### src/hdl/splitmix_bounded_random_unit_macros.svh
// Assertion macros shared by the generator modules.
`ifndef SPLITMIX_BOUNDED_RANDOM_UNIT_MACROS_SVH
`define SPLITMIX_BOUNDED_RANDOM_UNIT_MACROS_SVH

// Check a condition on every clock edge outside reset.
`define SBR_CHECK(lbl, cond, msg) \
    lbl: assert property (@(posedge clk) disable iff (!rst_n) (cond)) else $error(msg);

// Check that a condition implies a consequence on the same edge.
`define SBR_IMPLY(lbl, ante, cons, msg) \
    lbl: assert property (@(posedge clk) disable iff (!rst_n) (ante) |-> (cons)) \
        else $error(msg);

`endif

### src/hdl/sbr_pkg.sv
`default_nettype none
package sbr_pkg;

    localparam logic [2:0] CMD_RAW64 = 3'd0;
    localparam logic [2:0] CMD_RAW32 = 3'd1;
    localparam logic [2:0] CMD_TOP   = 3'd2;
    localparam logic [2:0] CMD_BND32 = 3'd3;
    localparam logic [2:0] CMD_BND64 = 3'd4;

    localparam int unsigned CFG_IDX_W = 2;
    localparam logic [CFG_IDX_W-1:0] CFG_GAMMA = 2'd0;
    localparam logic [CFG_IDX_W-1:0] CFG_SEED  = 2'd1;

    localparam logic [63:0] MIX_MUL_A   = 64'hff51afd7ed558ccd;
    localparam logic [63:0] MIX_MUL_B   = 64'hc4ceb9fe1a85ec53;
    localparam logic [63:0] GAMMA_RESET = 64'h9e3779b97f4a7c15;
    localparam logic [63:0] SEED_RESET  = 64'd0;
    localparam int unsigned MIX_SHIFT   = 33;
    localparam logic [6:0]  DRAW_LIMIT  = 7'd64;
    localparam logic [6:0]  DIV_STEPS   = 7'd64;
    localparam logic [5:0]  TOP_MAX     = 6'd32;

    typedef enum logic [2:0] {
        OP_NONE  = 3'd0,
        OP_BAD   = 3'd1,
        OP_RAW64 = 3'd2,
        OP_RAW32 = 3'd3,
        OP_TOP   = 3'd4,
        OP_BMASK = 3'd5,
        OP_BMOD  = 3'd6,
        OP_BOVF  = 3'd7
    } op_t;

    typedef struct packed {
        op_t         op;
        logic        wide;
        logic [63:0] origin;
        logic [63:0] bound;
        logic [63:0] span;
        logic [63:0] span_m1;
        logic [5:0]  bits;
    } entry_t;

    function automatic logic [63:0] fit_width(input logic [63:0] x, input logic wide);
        fit_width = wide ? x : {{32{x[31]}}, x[31:0]};
    endfunction

endpackage
`default_nettype wire

### src/hdl/sbr_front.sv
`default_nettype none
module sbr_front
    import sbr_pkg::*;
(
    input  wire logic               in_valid,
    input  wire logic [2:0]         cmd,
    input  wire logic signed [63:0] range_low,
    input  wire logic signed [63:0] range_high,
    input  wire logic [5:0]         bit_count,
    input  wire logic               q_full,
    output logic                    in_stall,
    output logic                    push,
    output entry_t                  push_entry
);

    logic [31:0] lo32;
    logic [31:0] hi32;
    logic [63:0] n64;
    logic [31:0] n32;
    logic        lt64;
    logic        lt32;
    logic        ok;
    logic        pow2;
    logic        nsign;

    assign in_stall = q_full;
    assign push     = in_valid && !q_full;

    always_comb
    begin
        lo32 = range_low[31:0];
        hi32 = range_high[31:0];
        n64  = range_high - range_low;
        n32  = hi32 - lo32;
        lt64 = range_low < range_high;
        lt32 = $signed(lo32) < $signed(hi32);

        push_entry.wide    = (cmd != CMD_RAW32) && (cmd != CMD_BND32);
        push_entry.origin  = fit_width(range_low, push_entry.wide);
        push_entry.bound   = fit_width(range_high, push_entry.wide);
        push_entry.span    = push_entry.wide ? n64 : {32'd0, n32};
        push_entry.span_m1 = push_entry.wide ? (n64 - 64'd1) : {32'd0, n32 - 32'd1};
        push_entry.bits    = (bit_count > TOP_MAX) ? TOP_MAX : bit_count;

        ok    = push_entry.wide ? lt64 : lt32;
        pow2  = (push_entry.span & push_entry.span_m1) == 64'd0;
        nsign = push_entry.wide ? n64[63] : n32[31];

        unique case (cmd)
            CMD_RAW64: push_entry.op = OP_RAW64;
            CMD_RAW32: push_entry.op = OP_RAW32;
            CMD_TOP:   push_entry.op = OP_TOP;
            CMD_BND32, CMD_BND64:
            begin
                if (!ok)
                    push_entry.op = OP_BAD;
                else if (pow2)
                    push_entry.op = OP_BMASK;
                else if (!nsign)
                    push_entry.op = OP_BMOD;
                else
                    push_entry.op = OP_BOVF;
            end
            default:   push_entry.op = OP_NONE;
        endcase
    end

endmodule
`default_nettype wire

### config.mk
export PLATFORM = sky130hd
export DESIGN_NAME = sbr_front
export DESIGN_NICKNAME = d
export VERILOG_FILES = /design/src/hdl/splitmix_bounded_random_unit_macros.svh /design/src/hdl/sbr_pkg.sv /design/src/hdl/sbr_front.sv
export SDC_FILE = /design/constraint.sdc
export NUM_CORES = 1
export LEC_CHECK = 0
export BUFFER_PORTS_ARGS = -buffer_cell sky130_fd_sc_hd__buf_2
export CAP_MARGIN = 10
export CORE_AREA = 2 2 160 162
export DETAILED_ROUTE_END_ITERATION = 12
export DIE_AREA = 0 0 162 164
export GPL_ROUTABILITY_DRIVEN = 0
export GPL_TIMING_DRIVEN = 0
export PLACE_DENSITY = 0.73
export SLEW_MARGIN = 20
export SYNTH_ARGS = -nofsm -noshare
export SYNTH_HDL_FRONTEND = slang
export SYNTH_SLANG_ARGS = --single-unit
export TNS_END_PERCENT = 1
### constraint.sdc
create_clock -name vclk -period 16.6
set_input_delay 4.15 -clock vclk [all_inputs]
set_output_delay 4.15 -clock vclk [all_outputs]
set_load 0.01 [all_outputs]
==> results.cfg <==
[status]
status = finished, final reports clean

[final_layout]
num-nets-final = 2201
fillers = 2650
nClkBuffers = 0
syn_to_final_growth_pct = 25.4
multiInputGateArea_mm2 = 0.00839
flops_and_latches = 0
drive_gt1_share_pct = 27.1
final_util_pct = 48.8
seq_area_um2 = 0
n_antenna_cell = 0

[critical_path]
cp-start-kind = input pin
cp.required_ns = 12.45
endpoint = push_entry[264]
critPathMaxFanout = 10
crit_path_end_kind = output pin
critPathArrivalTime_ns = 10.12
worstSetupStartpoint = range_low[12]
path_class = in2out

[timing]
slew_viol_final = 0
final_hold_viol_count = 0
max-slew-margin-rel_pct = 30.3
post-route-period-util_pct = 86.0
rsz0062_at_grt = no
tightest_slew_ns = 1.04
whs_ns = 8.56
fin_crit_ns = 14.27
setup_viol = 0
max_freq_mhz = 70.1
setup_tns_ns = 0

[logic_synthesis]
synth_area_mm2 = 0.00966
ys_top_cells_by_area = ha_1, nand2_1, a21oi_1
synth_cell_type_count = 94
synth_top_area_cell = ha_1
synth_nets = 1792
syn_avg_cell_area_um2 = 6.21
ys_warn_count = 0
synthCells = 1555
seq_area_frac_synth_pct = 0
synth.top_cell.area_share_pct = 12.6

[die]
die_x_um = 162
die_area_mm2 = 0.0266
core_mm2 = 0.0248
die_y_um = 164
rows = 58
initial_core_util_pct = 38.9
pin_count = 407

[grt]
grt_usage_pct = 28.1
gr-total-overflow = 0
grt_pass1_vias = 11700
grt_start_max_net_pins = 11
grt_pass1_wl_mm = 61.3
antenna_found_initial = 0

[power]
total_power_mw = 0.586
leakage_nw = 6.18
ir_drop_mv = 0.0203
power_density_mw_per_mm2 = 48.4

[placed_design]
hpwl_mm = 35.3
place.port_buffers = 407

[cts]
ctsHoldBuffers = 0
cts_setup_buffers = 0
cts_resized = 0

[detailed_routing]
wl_per_cell_um = 17.7
drc_errors = 0
routed_via_density = 5.80
drt_iter0_markers = 1493
routed_wl_mm = 40.5
num_vias = 13300
ant_nets = 0
first_pass_iters = 6

[job]
cap_violations = 0

[hold_path]
hold_path.class = in2out
## worst min-delay path by stage
| stage | from | to | slack (ns) | depth (start not counted) |
|---|---|---|---|---|
| floorplan | q_full | push | 8.35 | 1 |
| global placement | q_full | push | 8.57 | 3 |
| detailed placement | q_full | push | 8.57 | 3 |
| CTS | q_full | push | 8.57 | 3 |
| global route | q_full | push | 8.57 | 3 |
| finish | q_full | push | 8.56 | 3 |
## per-layer routing
| layer | GRT usage [%] | wire length [µm] | vias to the layer above |
|---|---|---|---|
| met4 | 6.96 | 1130 | 0 |
| met5 | 0 | 0 | - |
| met1 | 39.5 | 17600 | 6050 |
| met2 | 46.1 | 17800 | 817 |
| li1 | - | - | 6351 |
| met3 | 2.45 | 4020 | 80 |
## power breakdown
part	switching, mW	internal, mW	total, mW
sequential	0	0	0
clock	0	0	0
combinational	0.376	0.210	0.586
total	0.376	0.210	0.586
## cell families after synthesis
family / synth area share, %
xor+xnor: 7.44
simple gates: 34.2
buf+inv: 13.1
fa+ha+maj: 13.0
mux: 0.648
compound gates: 31.6
## worst max-delay path, stage by stage
cell	delay, ns
buf_2	0.10
inv_1	0.04
ha_1	0.28
clkbuf_1	0.34
nand4_1	0.25
a211oi_1	0.58
o211ai_1	0.29
nand4_1	0.32
a31oi_1	0.15
xor2_1	0.57
inv_1	0.30
a2111oi_4	0.55
and4_1	0.31
nand3_1	0.15
or4_1	0.61
o21ai_0	0.20
o31ai_1	0.12
o41ai_1	0.43
o221ai_1	0.19
buf_2	0.17
## synthesized netlist by cell type, types with 32 or more instances
cell	n
a21oi_1	124
nand4_1	47
a21o_1	38
nor2_1	143
buf_4	65
nor3_1	36
clkbuf_1	52
nand2_1	199
inv_1	135
nand3_1	32
ha_1	97
xnor2_1	53
o21ai_0	110
## per-stage QoR
stage	area, µm²	setup slack [ns]	instances
3_3_place_gp	12100	2.67	2292
4_1_cts	12100	2.59	2292
5_1_grt	12100	2.08	2292
3_5_place_dp	12100	2.62	2292
6_report	12100	2.33	2292
2_1_floorplan	9660	3.89	1555
## cells in the final DEF (no fill, tap or decap), types with 18 or more instances in the layout
cell        n
nand2_1   199
clkbuf_1   52
nor3_1     36
buf_2     417
a21o_1     38
nand3_1    32
a21oi_1   124
o21ai_0   110
nor2_1    143
o211ai_1   18
xnor2_1    53
inv_1     135
or3_1      21
nor4_1     22
and2_1     27
buf_4      65
and3_1     20
xor2_1     29
ha_1       97
nand4_1    47
## layout make-up
cell class / instances / share of cell area, %
Timing Repair Buffer: 407 / 16.8
Inverter: 136 / 4.22
Multi-Input combinational cell: 1290 / 69.3
Buffer: 129 / 6.24
Tap cell: 330 / 3.41
No activity file was read; power rests on OpenSTA's default activity.
