--- src/hdl/splitmix_bounded_random_unit_macros.svh ---
// Assertion macros shared by the generator modules.
`ifndef SPLITMIX_BOUNDED_RANDOM_UNIT_MACROS_SVH
`define SPLITMIX_BOUNDED_RANDOM_UNIT_MACROS_SVH

// Check a condition on every clock edge outside reset.
`define SBR_CHECK(lbl, cond, msg) \
    lbl: assert property (@(posedge clk) disable iff (!rst_n) (cond)) else $error(msg);

// Check that a condition implies a consequence on the same edge.
`define SBR_IMPLY(lbl, ante, cons, msg) \
    lbl: assert property (@(posedge clk) disable iff (!rst_n) (ante) |-> (cons)) \
        else $error(msg);

`endif

--- src/hdl/sbr_pkg.sv ---
`default_nettype none
package sbr_pkg;

    localparam logic [2:0] CMD_RAW64 = 3'd0;
    localparam logic [2:0] CMD_RAW32 = 3'd1;
    localparam logic [2:0] CMD_TOP   = 3'd2;
    localparam logic [2:0] CMD_BND32 = 3'd3;
    localparam logic [2:0] CMD_BND64 = 3'd4;

    localparam int unsigned CFG_IDX_W = 2;
    localparam logic [CFG_IDX_W-1:0] CFG_GAMMA = 2'd0;
    localparam logic [CFG_IDX_W-1:0] CFG_SEED  = 2'd1;

    localparam logic [63:0] MIX_MUL_A   = 64'hff51afd7ed558ccd;
    localparam logic [63:0] MIX_MUL_B   = 64'hc4ceb9fe1a85ec53;
    localparam logic [63:0] GAMMA_RESET = 64'h9e3779b97f4a7c15;
    localparam logic [63:0] SEED_RESET  = 64'd0;
    localparam int unsigned MIX_SHIFT   = 33;
    localparam logic [6:0]  DRAW_LIMIT  = 7'd64;
    localparam logic [6:0]  DIV_STEPS   = 7'd64;
    localparam logic [5:0]  TOP_MAX     = 6'd32;

    typedef enum logic [2:0] {
        OP_NONE  = 3'd0,
        OP_BAD   = 3'd1,
        OP_RAW64 = 3'd2,
        OP_RAW32 = 3'd3,
        OP_TOP   = 3'd4,
        OP_BMASK = 3'd5,
        OP_BMOD  = 3'd6,
        OP_BOVF  = 3'd7
    } op_t;

    typedef struct packed {
        op_t         op;
        logic        wide;
        logic [63:0] origin;
        logic [63:0] bound;
        logic [63:0] span;
        logic [63:0] span_m1;
        logic [5:0]  bits;
    } entry_t;

    function automatic logic [63:0] fit_width(input logic [63:0] x, input logic wide);
        fit_width = wide ? x : {{32{x[31]}}, x[31:0]};
    endfunction

endpackage
`default_nettype wire

--- src/hdl/sbr_queue.sv ---
`default_nettype none
module sbr_queue
    import sbr_pkg::*;
#(
    parameter int unsigned DEPTH = 2
)
(
    input  wire logic   clk,
    input  wire logic   rst_n,
    input  wire logic   push,
    input  wire entry_t push_entry,
    output logic        full,
    input  wire logic   pop_ready,
    output logic        pop_valid,
    output entry_t      pop_entry
);

    localparam int unsigned PTR_W = (DEPTH > 1) ? $clog2(DEPTH) : 1;
    localparam int unsigned CNT_W = $clog2(DEPTH + 1);
    localparam logic [PTR_W-1:0] LAST = PTR_W'(DEPTH - 1);
    localparam logic [CNT_W-1:0] FULL_CNT = CNT_W'(DEPTH);

    entry_t           mem [DEPTH];
    logic [PTR_W-1:0] wr_ptr_reg;
    logic [PTR_W-1:0] wr_ptr_next;
    logic [PTR_W-1:0] rd_ptr_reg;
    logic [PTR_W-1:0] rd_ptr_next;
    logic [CNT_W-1:0] count_reg;
    logic [CNT_W-1:0] count_next;
    logic             pop;

    assign full      = count_reg == FULL_CNT;
    assign pop_valid = count_reg != '0;
    assign pop       = pop_valid && pop_ready;
    assign pop_entry = mem[rd_ptr_reg];

    always_comb
    begin
        wr_ptr_next = wr_ptr_reg;
        rd_ptr_next = rd_ptr_reg;
        count_next  = count_reg;
        if (push)
            wr_ptr_next = (wr_ptr_reg == LAST) ? '0 : wr_ptr_reg + 1'b1;
        if (pop)
            rd_ptr_next = (rd_ptr_reg == LAST) ? '0 : rd_ptr_reg + 1'b1;
        if (push && !pop)
            count_next = count_reg + 1'b1;
        else if (pop && !push)
            count_next = count_reg - 1'b1;
    end

    always_ff @(posedge clk or negedge rst_n)
    begin
        if (!rst_n)
        begin
            wr_ptr_reg <= '0;
            rd_ptr_reg <= '0;
            count_reg  <= '0;
        end
        else
        begin
            wr_ptr_reg <= wr_ptr_next;
            rd_ptr_reg <= rd_ptr_next;
            count_reg  <= count_next;
        end
    end

    always_ff @(posedge clk)
    begin
        if (push)
            mem[wr_ptr_reg] <= push_entry;
    end

`include "splitmix_bounded_random_unit_macros.svh"

    `SBR_CHECK(a_count_bound, count_reg <= FULL_CNT, "queue count above depth")
    `SBR_IMPLY(a_no_overflow, push, !full, "push into full queue")
    `SBR_IMPLY(a_no_underflow, pop, count_reg != '0, "pop from empty queue")

endmodule
`default_nettype wire

--- config.mk ---
export PLATFORM = sky130hd
export DESIGN_NAME = sbr_queue
export DESIGN_NICKNAME = d
export VERILOG_FILES = /design/src/hdl/sbr_pkg.sv /design/src/hdl/sbr_queue.sv
export VERILOG_INCLUDE_DIRS = /design/src /design/src/hdl
export SDC_FILE = /design/constraint.sdc
export NUM_CORES = 1
export LEC_CHECK = 0
export BUFFER_PORTS_ARGS = -buffer_cell sky130_fd_sc_hd__buf_2
export CAP_MARGIN = 20
export CELL_PAD_IN_SITES_DETAIL_PLACEMENT = 1
export CELL_PAD_IN_SITES_GLOBAL_PLACEMENT = 1
export CORE_MARGIN = 2
export CORE_UTILIZATION = 45
export DETAILED_ROUTE_END_ITERATION = 12
export HOLD_SLACK_MARGIN = 0.1
export PLACE_DENSITY_LB_ADDON = 0.1
export SLEW_MARGIN = 5
export SYNTH_ARGS = -nofsm -noshare
export SYNTH_HDL_FRONTEND = slang
export SYNTH_SLANG_ARGS = --single-unit
export TNS_END_PERCENT = 10
--- constraint.sdc ---
create_clock -name clk -period 18.1 [get_ports clk]
set_input_delay 1.81 -clock clk [delete_from_list [all_inputs] [get_ports clk]]
set_output_delay 1.81 -clock clk [all_outputs]
set_load 0.02 [all_outputs]
==> reports/qor.yml <==
synth.distinct_cells: 14
antenna_found_initial: 18
vias_per_cell: 4.875
grt_pass1_wl_um: 68300
fin_crit_sh_pct: 32.19
status: "finished clean"
antenna_left: 0
port_buffers: 537
grt_use_total_pct: 19.85
drtIter0Drc: 581
rsz0062_at_grt: "no"
cpPeakStageDelay_ns: 0.96
num_rows: 77
cts.clk_slew.worst_paths_ns: 0.06
mostFrequentLayoutCells: "537 x buf_2, 532 x edfxtp_1, 230 x mux2_4"
fin_hold_ws_ns: 0.4799
wl_um: 47750
cp.buffers_inverters: 4
post_cts_buffers: 0
crit_path_end_kind: "output port"
setup_violations: 0
seq_area_frac_synth_pct: 79.03
drt_pre_antenna_iters: 4
slew_headroom_pct: 27.20
syn_avg_cell_area_um2: 24.10
fin_util_pct: 57.42
netlist_area_um2: 20340
timing.critical_path.mode_cell: "buf_4"
fmax_ghz: 0.1717
path_cells: "buf_4 -> buf_4 -> buf_12 -> mux2_2 -> buf_2"
dieHeight_um: 216.6
die_w_um: 216.6
cap_violations: 0
finalSetupTns_ns: 0
core_um2: 44410
crit_type: "reg -> out"
p_total_w: 0.004391
min_period_ns: 5.826
insertion_delay_ns: 0.59
syn2layout_area_growth_pct: 25.37
path_max_fanout: 56
cts_buffer_depth: 3
post-dp-hpwl_um: 32970
worst-slew-pin-transition_ns: 1.092
hold_buffers: 0
syn_nets: 1115
required_ns: 16.29
hold_viol: 0
synth_seq_cells: 536
post_cts_resized: 0
drv_slew: 0
syn_inst: 844
synthTopCellsByArea: "edfxtp_1 79%, mux2_4 17%, mux2_2 2.0%, buf_6 1.5%, dfrtp_1 0.49%"
peakVddDrop_mv: 0.1157
drive_gt1_share_pct: 61.09
yosysWarnings: 0
arrival_ns: 4.02
crit_slowest_cell: "dfrtp_4"
synth_top_area_share_pct: 78.53
finalClockSkew_ns: 0.02218
clock_sinks: 536
dieArea_um2: 46920
gp_congestion: 0.7671
io_pins: 538
cts_tree: "yes"
cts-root-buf: "clkbuf_16"
grt_max_degree: 79
p_per_area_nw_per_um2: 172.2
routedWlPerCell_um: 23.07
final_net_count: 1691
largest_reg_flops: 532
cts_buffers: 55
vias: 10092
cpLargestDelayFamily: "buffers and inverters"
hold_class: "reg -> reg"
grt_pass1_vias: 10909
htree_levels: 2
final_common_cell: "buf_2"
initial_core_util_pct: 45.80
start_kind: "flop"
grt_overflow_total: 0
p_leak_nw: 10.20
synth.largest_area_cell: "edfxtp_1"
remaining_drc_errors: 0
[routing by layer]
| metal | global-route usage (%) | vias up | routed length [um] |
|---|---|---|---|
| met5 | 0 | - | 89 |
| met1 | 22.53 | 5087 | 17620 |
| li1 | - | 4543 | - |
| met3 | 7.172 | 85 | 4259 |
| met2 | 34.08 | 363 | 24470 |
| met4 | 7.991 | 14 | 1314 |
[through the flow]
step / setup slack (ns) / instance area, um2 / cells
2_1_floorplan: 3.917 / 20340 / 844
3_5_place_dp: 12.70 / 23550 / 1954
5_1_grt: 12.08 / 25490 / 2065
3_3_place_gp: 12.69 / 23550 / 1954
4_1_cts: 12.05 / 25450 / 2056
6_report: 12.27 / 25500 / 2070
[cell families (layout without fill, tap and decap cells)]
family / count (synthesis) / in the layout / share of synthesized area (%)
XOR/XNOR: 5 / 5 / 0.2153
adder cells (fa/ha/maj): 1 / 1 / 0.06150
buffers and inverters: 30 / 651 / 1.568
flip-flops: 536 / 536 / 79.03
multiplexers: 266 / 266 / 18.97
other: 0 / 13 / 0
AND/OR/NAND/NOR: 6 / 6 / 0.1599
[final timing paths]
check,to,start,cells after the start,slack [ns]
hold reg to reg,count_reg[1]$_DFFE_PN0P_,count_reg[1]$_DFFE_PN0P_,1,0.48
min in group asynchronous,count_reg[0]$_DFFE_PN0P_,rst_n,1,1.01
hold / removal,count_reg[1]$_DFFE_PN0P_,count_reg[1]$_DFFE_PN0P_,1,0.48
setup reg to reg,mem[1][39]$_DFFE_PP_,wr_ptr_reg$_DFFE_PN0P_,2,15.37
setup / recovery,pop_entry[262],rd_ptr_reg$_DFFE_PN0P_,5,12.27
max in group asynchronous,rd_ptr_reg$_DFFE_PN0P_,rst_n,1,16.96
[synthesized netlist by cell type]
cell        n
nor2b_1     2
xnor2_1     2
buf_6      27
and2_1      1
dfrtp_1     4
mux2_2     36
ha_1        1
nand2_1     1
or2_2       1
buf_2       3
mux2_4    230
xor2_1      3
edfxtp_1  532
nor2_1      1
[final cells by class]
type	count	area, um2
diodes	13	32.53
clock buffers	70	1475
clock inverters	32	426.7
fillers	4011	18910
multi-input cells	278	3958
flip-flops and latches	536	16080
well taps	592	740.7
repair buffers	549	2790
[report_power, final]
group,internal [W],switching [W]
Clock,0.000729,0.000454
Sequential,0.00165,0.0000829
Combinational,0.000621,0.000853
Total,0.00300,0.00139
[worst register-to-register path, delay by kind of cell (launching register included)]
kind / cells / cell delay (ns)
buffers and inverters: 1 / 0.98
flip-flops: 1 / 0.42
AND/OR/NAND/NOR: 1 / 0.86
Note: power is estimated with default switching activity, not from simulation.
