## src/hdl/splitmix_bounded_random_unit_macros.svh

```systemverilog
// Assertion macros shared by the generator modules.
`ifndef SPLITMIX_BOUNDED_RANDOM_UNIT_MACROS_SVH
`define SPLITMIX_BOUNDED_RANDOM_UNIT_MACROS_SVH

// Check a condition on every clock edge outside reset.
`define SBR_CHECK(lbl, cond, msg) \
    lbl: assert property (@(posedge clk) disable iff (!rst_n) (cond)) else $error(msg);

// Check that a condition implies a consequence on the same edge.
`define SBR_IMPLY(lbl, ante, cons, msg) \
    lbl: assert property (@(posedge clk) disable iff (!rst_n) (ante) |-> (cons)) \
        else $error(msg);

`endif

```

## src/hdl/sbr_pkg.sv

```systemverilog
`default_nettype none
package sbr_pkg;

    localparam logic [2:0] CMD_RAW64 = 3'd0;
    localparam logic [2:0] CMD_RAW32 = 3'd1;
    localparam logic [2:0] CMD_TOP   = 3'd2;
    localparam logic [2:0] CMD_BND32 = 3'd3;
    localparam logic [2:0] CMD_BND64 = 3'd4;

    localparam int unsigned CFG_IDX_W = 2;
    localparam logic [CFG_IDX_W-1:0] CFG_GAMMA = 2'd0;
    localparam logic [CFG_IDX_W-1:0] CFG_SEED  = 2'd1;

    localparam logic [63:0] MIX_MUL_A   = 64'hff51afd7ed558ccd;
    localparam logic [63:0] MIX_MUL_B   = 64'hc4ceb9fe1a85ec53;
    localparam logic [63:0] GAMMA_RESET = 64'h9e3779b97f4a7c15;
    localparam logic [63:0] SEED_RESET  = 64'd0;
    localparam int unsigned MIX_SHIFT   = 33;
    localparam logic [6:0]  DRAW_LIMIT  = 7'd64;
    localparam logic [6:0]  DIV_STEPS   = 7'd64;
    localparam logic [5:0]  TOP_MAX     = 6'd32;

    typedef enum logic [2:0] {
        OP_NONE  = 3'd0,
        OP_BAD   = 3'd1,
        OP_RAW64 = 3'd2,
        OP_RAW32 = 3'd3,
        OP_TOP   = 3'd4,
        OP_BMASK = 3'd5,
        OP_BMOD  = 3'd6,
        OP_BOVF  = 3'd7
    } op_t;

    typedef struct packed {
        op_t         op;
        logic        wide;
        logic [63:0] origin;
        logic [63:0] bound;
        logic [63:0] span;
        logic [63:0] span_m1;
        logic [5:0]  bits;
    } entry_t;

    function automatic logic [63:0] fit_width(input logic [63:0] x, input logic wide);
        fit_width = wide ? x : {{32{x[31]}}, x[31:0]};
    endfunction

endpackage
`default_nettype wire

```

## src/hdl/sbr_back.sv

```systemverilog
`default_nettype none
module sbr_back
    import sbr_pkg::*;
(
    input  wire logic                 clk,
    input  wire logic                 rst_n,
    input  wire logic                 cfg_valid,
    input  wire logic [CFG_IDX_W-1:0] cfg_index,
    input  wire logic [63:0]          cfg_data,
    input  wire logic                 q_valid,
    input  wire entry_t               q_entry,
    output logic                      q_ready,
    output logic                      out_valid,
    input  wire logic                 out_stall,
    output logic [63:0]               out_value,
    output logic                      out_bad
);

    typedef enum logic [6:0] {
        S_IDLE  = 7'b0000001,
        S_MUL   = 7'b0000010,
        S_DRAWN = 7'b0000100,
        S_DIV   = 7'b0001000,
        S_CHECK = 7'b0010000,
        S_DONE  = 7'b0100000,
        S_SPARE = 7'b1000000
    } state_t;

    state_t      state_reg, state_next;
    entry_t      cur_reg, cur_next;
    logic [63:0] seed_reg, seed_next;
    logic [63:0] gamma_reg;
    logic [63:0] z_reg, z_next;
    logic [63:0] acc_reg, acc_next;
    logic [1:0]  mstep_reg, mstep_next;
    logic        phase_reg, phase_next;
    logic [63:0] r_reg, r_next;
    logic [63:0] u_reg, u_next;
    logic [63:0] quo_reg, quo_next;
    logic [63:0] rem_reg, rem_next;
    logic [6:0]  cnt_reg, cnt_next;
    logic [6:0]  draws_reg, draws_next;
    logic [63:0] res_reg, res_next;
    logic        bad_reg, bad_next;
    logic        out_valid_reg, out_valid_next;
    logic [63:0] out_value_reg, out_value_next;
    logic        out_bad_reg, out_bad_next;

    logic [63:0] mul_const;
    logic [31:0] mul_a;
    logic [31:0] mul_b;
    logic [63:0] prod;
    logic [63:0] ext_r;
    logic [63:0] rem_sh;
    logic [63:0] chk;
    logic        start_draw;

    assign q_ready   = state_reg == S_IDLE;
    assign out_valid = out_valid_reg;
    assign out_value = out_value_reg;
    assign out_bad   = out_bad_reg;

    assign mul_const = phase_reg ? MIX_MUL_B : MIX_MUL_A;
    assign mul_a     = (mstep_reg == 2'd1) ? z_reg[63:32] : z_reg[31:0];
    assign mul_b     = (mstep_reg == 2'd2) ? mul_const[63:32] : mul_const[31:0];
    assign prod      = {32'd0, mul_a} * {32'd0, mul_b};
    assign ext_r     = fit_width(r_reg, cur_reg.wide);
    assign rem_sh    = {rem_reg[62:0], quo_reg[63]};
    assign chk       = u_reg + cur_reg.span_m1 - rem_reg;

    always_comb
    begin
        state_next     = state_reg;
        cur_next       = cur_reg;
        seed_next      = seed_reg;
        z_next         = z_reg;
        acc_next       = acc_reg;
        mstep_next     = mstep_reg;
        phase_next     = phase_reg;
        r_next         = r_reg;
        u_next         = u_reg;
        quo_next       = quo_reg;
        rem_next       = rem_reg;
        cnt_next       = cnt_reg;
        draws_next     = draws_reg;
        res_next       = res_reg;
        bad_next       = bad_reg;
        out_valid_next = out_valid_reg && out_stall;
        out_value_next = out_value_reg;
        out_bad_next   = out_bad_reg;
        start_draw     = 1'b0;

        unique case (state_reg)
            S_IDLE:
            begin
                if (q_valid)
                begin
                    cur_next   = q_entry;
                    draws_next = 7'd0;
                    res_next   = 64'd0;
                    bad_next   = q_entry.op == OP_BAD;
                    if (q_entry.op == OP_BAD || q_entry.op == OP_NONE)
                        state_next = S_DONE;
                    else
                        start_draw = 1'b1;
                end
            end
            S_MUL:
            begin
                mstep_next = mstep_reg + 2'd1;
                case (mstep_reg)
                    2'd0: acc_next = prod;
                    2'd3:
                    begin
                        mstep_next = 2'd0;
                        if (!phase_reg)
                        begin
                            z_next     = acc_reg ^ (acc_reg >> MIX_SHIFT);
                            phase_next = 1'b1;
                        end
                        else
                        begin
                            r_next     = cur_reg.wide ? (acc_reg ^ (acc_reg >> MIX_SHIFT))
                                                      : {32'd0, acc_reg[63:32]};
                            state_next = S_DRAWN;
                        end
                    end
                    default: acc_next = acc_reg + {prod[31:0], 32'd0};
                endcase
            end
            S_DRAWN:
            begin
                state_next = S_DONE;
                case (cur_reg.op)
                    OP_RAW64: res_next = r_reg;
                    OP_RAW32: res_next = ext_r;
                    OP_TOP:
                        res_next = (cur_reg.bits == 6'd0) ? 64'd0
                                 : r_reg >> (7'd64 - {1'b0, cur_reg.bits});
                    OP_BMASK:
                        res_next = fit_width((r_reg & cur_reg.span_m1) + cur_reg.origin,
                                             cur_reg.wide);
                    OP_BMOD:
                    begin
                        u_next     = cur_reg.wide ? {1'b0, r_reg[63:1]} : {33'd0, r_reg[31:1]};
                        quo_next   = u_next;
                        rem_next   = 64'd0;
                        cnt_next   = DIV_STEPS;
                        state_next = S_DIV;
                    end
                    OP_BOVF:
                    begin
                        if ($signed(ext_r) >= $signed(cur_reg.origin)
                            && $signed(ext_r) < $signed(cur_reg.bound))
                            res_next = ext_r;
                        else if (draws_reg >= DRAW_LIMIT)
                            res_next = cur_reg.origin;
                        else
                        begin
                            state_next = S_DRAWN;
                            start_draw = 1'b1;
                        end
                    end
                    default: res_next = 64'd0;
                endcase
            end
            S_DIV:
            begin
                rem_next = (rem_sh >= cur_reg.span) ? (rem_sh - cur_reg.span) : rem_sh;
                quo_next = {quo_reg[62:0], 1'b0};
                cnt_next = cnt_reg - 7'd1;
                if (cnt_reg == 7'd1)
                    state_next = S_CHECK;
            end
            S_CHECK:
            begin
                if (!(cur_reg.wide ? chk[63] : chk[31]) || draws_reg >= DRAW_LIMIT)
                begin
                    res_next   = fit_width(rem_reg + cur_reg.origin, cur_reg.wide);
                    state_next = S_DONE;
                end
                else
                    start_draw = 1'b1;
            end
            S_DONE:
            begin
                if (!out_valid_reg || !out_stall)
                begin
                    out_valid_next = 1'b1;
                    out_value_next = res_reg;
                    out_bad_next   = bad_reg;
                    state_next     = S_IDLE;
                end
            end
            default: state_next = S_IDLE;
        endcase

        if (start_draw)
        begin
            z_next     = seed_reg ^ (seed_reg >> MIX_SHIFT);
            seed_next  = seed_reg + gamma_reg;
            draws_next = draws_next + 7'd1;
            phase_next = 1'b0;
            mstep_next = 2'd0;
            state_next = S_MUL;
        end

        if (cfg_valid && cfg_index == CFG_SEED)
            seed_next = cfg_data;
    end

    always_ff @(posedge clk or negedge rst_n)
    begin
        if (!rst_n)
        begin
            state_reg     <= S_IDLE;
            seed_reg      <= SEED_RESET;
            gamma_reg     <= GAMMA_RESET;
            out_valid_reg <= 1'b0;
            draws_reg     <= 7'd0;
            cnt_reg       <= 7'd0;
            mstep_reg     <= 2'd0;
            phase_reg     <= 1'b0;
        end
        else
        begin
            state_reg     <= state_next;
            seed_reg      <= seed_next;
            out_valid_reg <= out_valid_next;
            draws_reg     <= draws_next;
            cnt_reg       <= cnt_next;
            mstep_reg     <= mstep_next;
            phase_reg     <= phase_next;
            if (cfg_valid && cfg_index == CFG_GAMMA)
                gamma_reg <= cfg_data;
        end
    end

    always_ff @(posedge clk)
    begin
        cur_reg       <= cur_next;
        z_reg         <= z_next;
        acc_reg       <= acc_next;
        r_reg         <= r_next;
        u_reg         <= u_next;
        quo_reg       <= quo_next;
        rem_reg       <= rem_next;
        res_reg       <= res_next;
        bad_reg       <= bad_next;
        out_value_reg <= out_value_next;
        out_bad_reg   <= out_bad_next;
    end

`include "splitmix_bounded_random_unit_macros.svh"

    `SBR_CHECK(a_draw_limit, draws_reg <= DRAW_LIMIT, "draw count above limit")
    `SBR_IMPLY(a_rem_below_span, state_reg == S_DIV || state_reg == S_CHECK,
               rem_reg < cur_reg.span, "remainder not below span")
    `SBR_IMPLY(a_bad_no_draw, state_reg == S_DONE && bad_reg, draws_reg == 7'd0,
               "seed advanced on bad range")

endmodule
`default_nettype wire

```

## config.mk

```make
export PLATFORM = sky130hd
export DESIGN_NAME = sbr_back
export DESIGN_NICKNAME = d
export VERILOG_FILES = /design/src/hdl/sbr_pkg.sv /design/src/hdl/sbr_back.sv
export VERILOG_INCLUDE_DIRS = /design/src /design/src/hdl
export SDC_FILE = /design/constraint.sdc
export NUM_CORES = 2
export LEC_CHECK = 0
export BUFFER_PORTS_ARGS = -buffer_cell sky130_fd_sc_hd__buf_2
export CAP_MARGIN = 5
export CORE_MARGIN = 3
export CORE_UTILIZATION = 64
export DETAILED_ROUTE_END_ITERATION = 10
export MAX_ROUTING_LAYER = met4
export PLACE_DENSITY = 0.79
export SYNTH_ARGS = -nofsm -noshare
export SYNTH_HDL_FRONTEND = slang
export SYNTH_SLANG_ARGS = --single-unit
```

## constraint.sdc

```tcl
create_clock -name clk -period 13.7 [get_ports clk]
set_input_delay 2.74 -clock clk [delete_from_list [all_inputs] [get_ports clk]]
set_output_delay 2.74 -clock clk [all_outputs]
set_load 0.03 [all_outputs]
```

==> results.yml <==
clock_network:
  cts_resized: 0
  cts_made_buffers: 99
  cts_buffer_depth: 3
  cts.clk_slew.worst_paths_ns: 0.07
  insertion_delay_ns: 0.76
  cts_setup_buffers: 0
  h-tree-depth: 3
  cts_tree: "yes"
  hold_buffers: 0
  cts_sinks: 931
  root_buffer: "clkbuf_16"
yosys:
  synth_top_family_by_area: "adder cells"
  synth_compound_area_share_pct: 13.54
  syn_nets: 11620
  syn_avg_cell_area_um2: 9.673
  synth_warnings: 0
  yosys.area_share.simple_pct: 11.27
  async_flop_share_pct: 16.33
  synth_edf_count: 779
  yosysTopAreaCell: "edfxtp_1"
  postSynth.topFlopCell: "edfxtp_1"
  yosysTopAreaCellShare_pct: 25.26
  synth_area_leaders: "edfxtp_1, fa_1, ha_1"
  yosys.area_share.xor_xnor_pct: 3.773
  synth.distinct_cells: 86
  syn_inst: 9574
  yosysSeqAreaShare_pct: 29.42
  synth-seq-cells: 931
  synth_mux_area_share_pct: 3.729
  synthAdderAreaFrac_pct: 30.63
  syn_area_um2: 92610
sta:
  setup_viol: 0
  fin_hold_ws_ns: 0.3867
  rsz0062_at_grt: "false"
  hold_violations: 0
  setup_tns_ns: 0
  worst_pin_slew_ns: 1.415
  finClkSkew_ns: 0.06356
  fin_crit_ns: 11.75
  fin_crit_sh_pct: 85.75
  slew_headroom_pct: 2.983
  drv_slew: 0
  fmax_mhz: 85.12
setup_path:
  cp_max_fo: 19
  crit_family: "adder cells"
  setup.worst_path.start_class: "register"
  slowest_delay_ns: 1.14
  cp_common_cell: "fa_1"
  worstSetupPathType: "register to register"
  cp.arrival_ns: 12.21
  worst-path-stages: 33
  crit_path_end_kind: "register"
  required_ns: 14.16
  worst-r2r-cell-count: 33
  cp_num_buf_inv: 7
  critPathSlowestCell: "mux2i_1"
drt:
  route.detailed.drc: 1
  drt_iter0_drc: 10130
  drt-pass1-iter-count: 11
  viasPerCell: 6.604
  wl_mm: 346.1
  antenna_left: 0
  num_vias: 78140
  wl_per_cell_um: 29.25
final_layout:
  final_nets: 11880
  largest_register_ffs: 266
  drive_gt1_share_pct: 9.395
  area_growth_pct: 8.142
run:
  maxCapViolations: 0
status:
  status: "finished with violations"
  violations: "DRC"
grt:
  grt_overflow: 0
  first_global_vias: 78600
  grt_first_pass_wirelength_mm: 507.5
  grt_max_degree: 221
  gr-usage-all-layers_pct: 47.27
  antenna_found_initial: 28
hold_path:
  hold_class: "register to register"
  hold_depth: 0
floorplanning:
  start_util_pct: 64.93
  die_area_um2: 149300
  die_w_um: 386.4
  ioPinCount: 404
  rows: 138
  fp.dieH_um: 386.4
  core_um2: 142600
placed_design:
  dp_hpwl_mm: 275.7
  place_congestion: 1.117
  io_buffer_count: 403
-- layer usage --
metal	GRT usage (%)	wire length, um	share of wire [%]
met1	57.59	121400	35
met2	71.22	153600	44
met5	-	0	0
met3	12.00	42720	12
met4	28.81	28330	8.2
-- metrics by stage --
stage / setup slack, ns / instances / util [%] / instance area [um2]
floorplan: 3.516 / 9574 / - / 92610
global placement: 2.162 / 11620 / 67.84 / 96750
detailed placement: 2.063 / 11620 / 67.85 / 96770
CTS: 2.103 / 11810 / 70.18 / 100100
global route: 1.690 / 11830 / 70.22 / 100100
finish: 1.952 / 11830 / 70.22 / 100200
-- path summary, 6_finish.rpt --
| path | start | end | slack, ns |
|---|---|---|---|
| setup / recovery | mstep_reg[1] | acc_reg[63] | 1.95 |
| hold / removal | res_reg[3] | out_value[3] | 0.39 |
| setup reg to reg | mstep_reg[1] | acc_reg[63] | 1.95 |
| hold reg to reg | res_reg[3] | out_value[3] | 0.39 |
| max in group asynchronous | rst_n | cnt_reg[1] | 10.17 |
| min in group asynchronous | rst_n | seed_reg[63] | 2.11 |
-- synth_stat cells, types with 166 or more instances --
cell type,number
edfxtp_1,779
and2_1,166
a21o_1,210
a21oi_1,755
clkbuf_1,286
xnor2_1,231
inv_1,1494
nand2_1,925
fa_1,928
o21ai_0,364
nor2_1,703
ha_1,782
xor2_1,168
-- logic make-up after synthesis --
logic type | after synthesis
flip-flops | 931
other | 1
AO/OA/AOI/OAI | 2049
buffers and inverters | 1873
adder cells (fa/ha/maj) | 1710
XOR/XNOR | 399
multiplexers | 268
AND/OR/NAND/NOR | 2343
-- layout make-up --
type	count	area [um2]
Tap cell	1890	2365
Inverter	1510	5675
Sequential cell	931	27240
Timing Repair Buffer	524	2974
Clock buffer	113	2571
Multi-Input combinational cell	6770	58520
Clock inverter	72	748.2
Fill cell	10390	42470
Antenna cell	22	55.05
-- layout by cell type (no fill, tap or decap), drive strengths merged, types with 38 or more instances in the layout --
cell type	instances
a211oi	51
a21o	210
a21oi	756
a31oi	69
and2	166
and3	45
buf	523
clkbuf	114
clkinv	53
dfrtp	113
dfstp	39
edfxtp	779
fa	928
ha	782
inv	1508
mux2	116
mux2i	102
mux4	50
nand2	925
nand2b	67
nand3	113
nand4	93
nor2	703
nor2b	51
nor3	67
o211ai	38
o21a	48
o21ai	471
o21bai	74
o22ai	45
xnor2	231
xor2	168
Power is left out: the tool's default activity adds up to more than one toggle a clock period on the data nets, which glitch-free logic cannot reach.
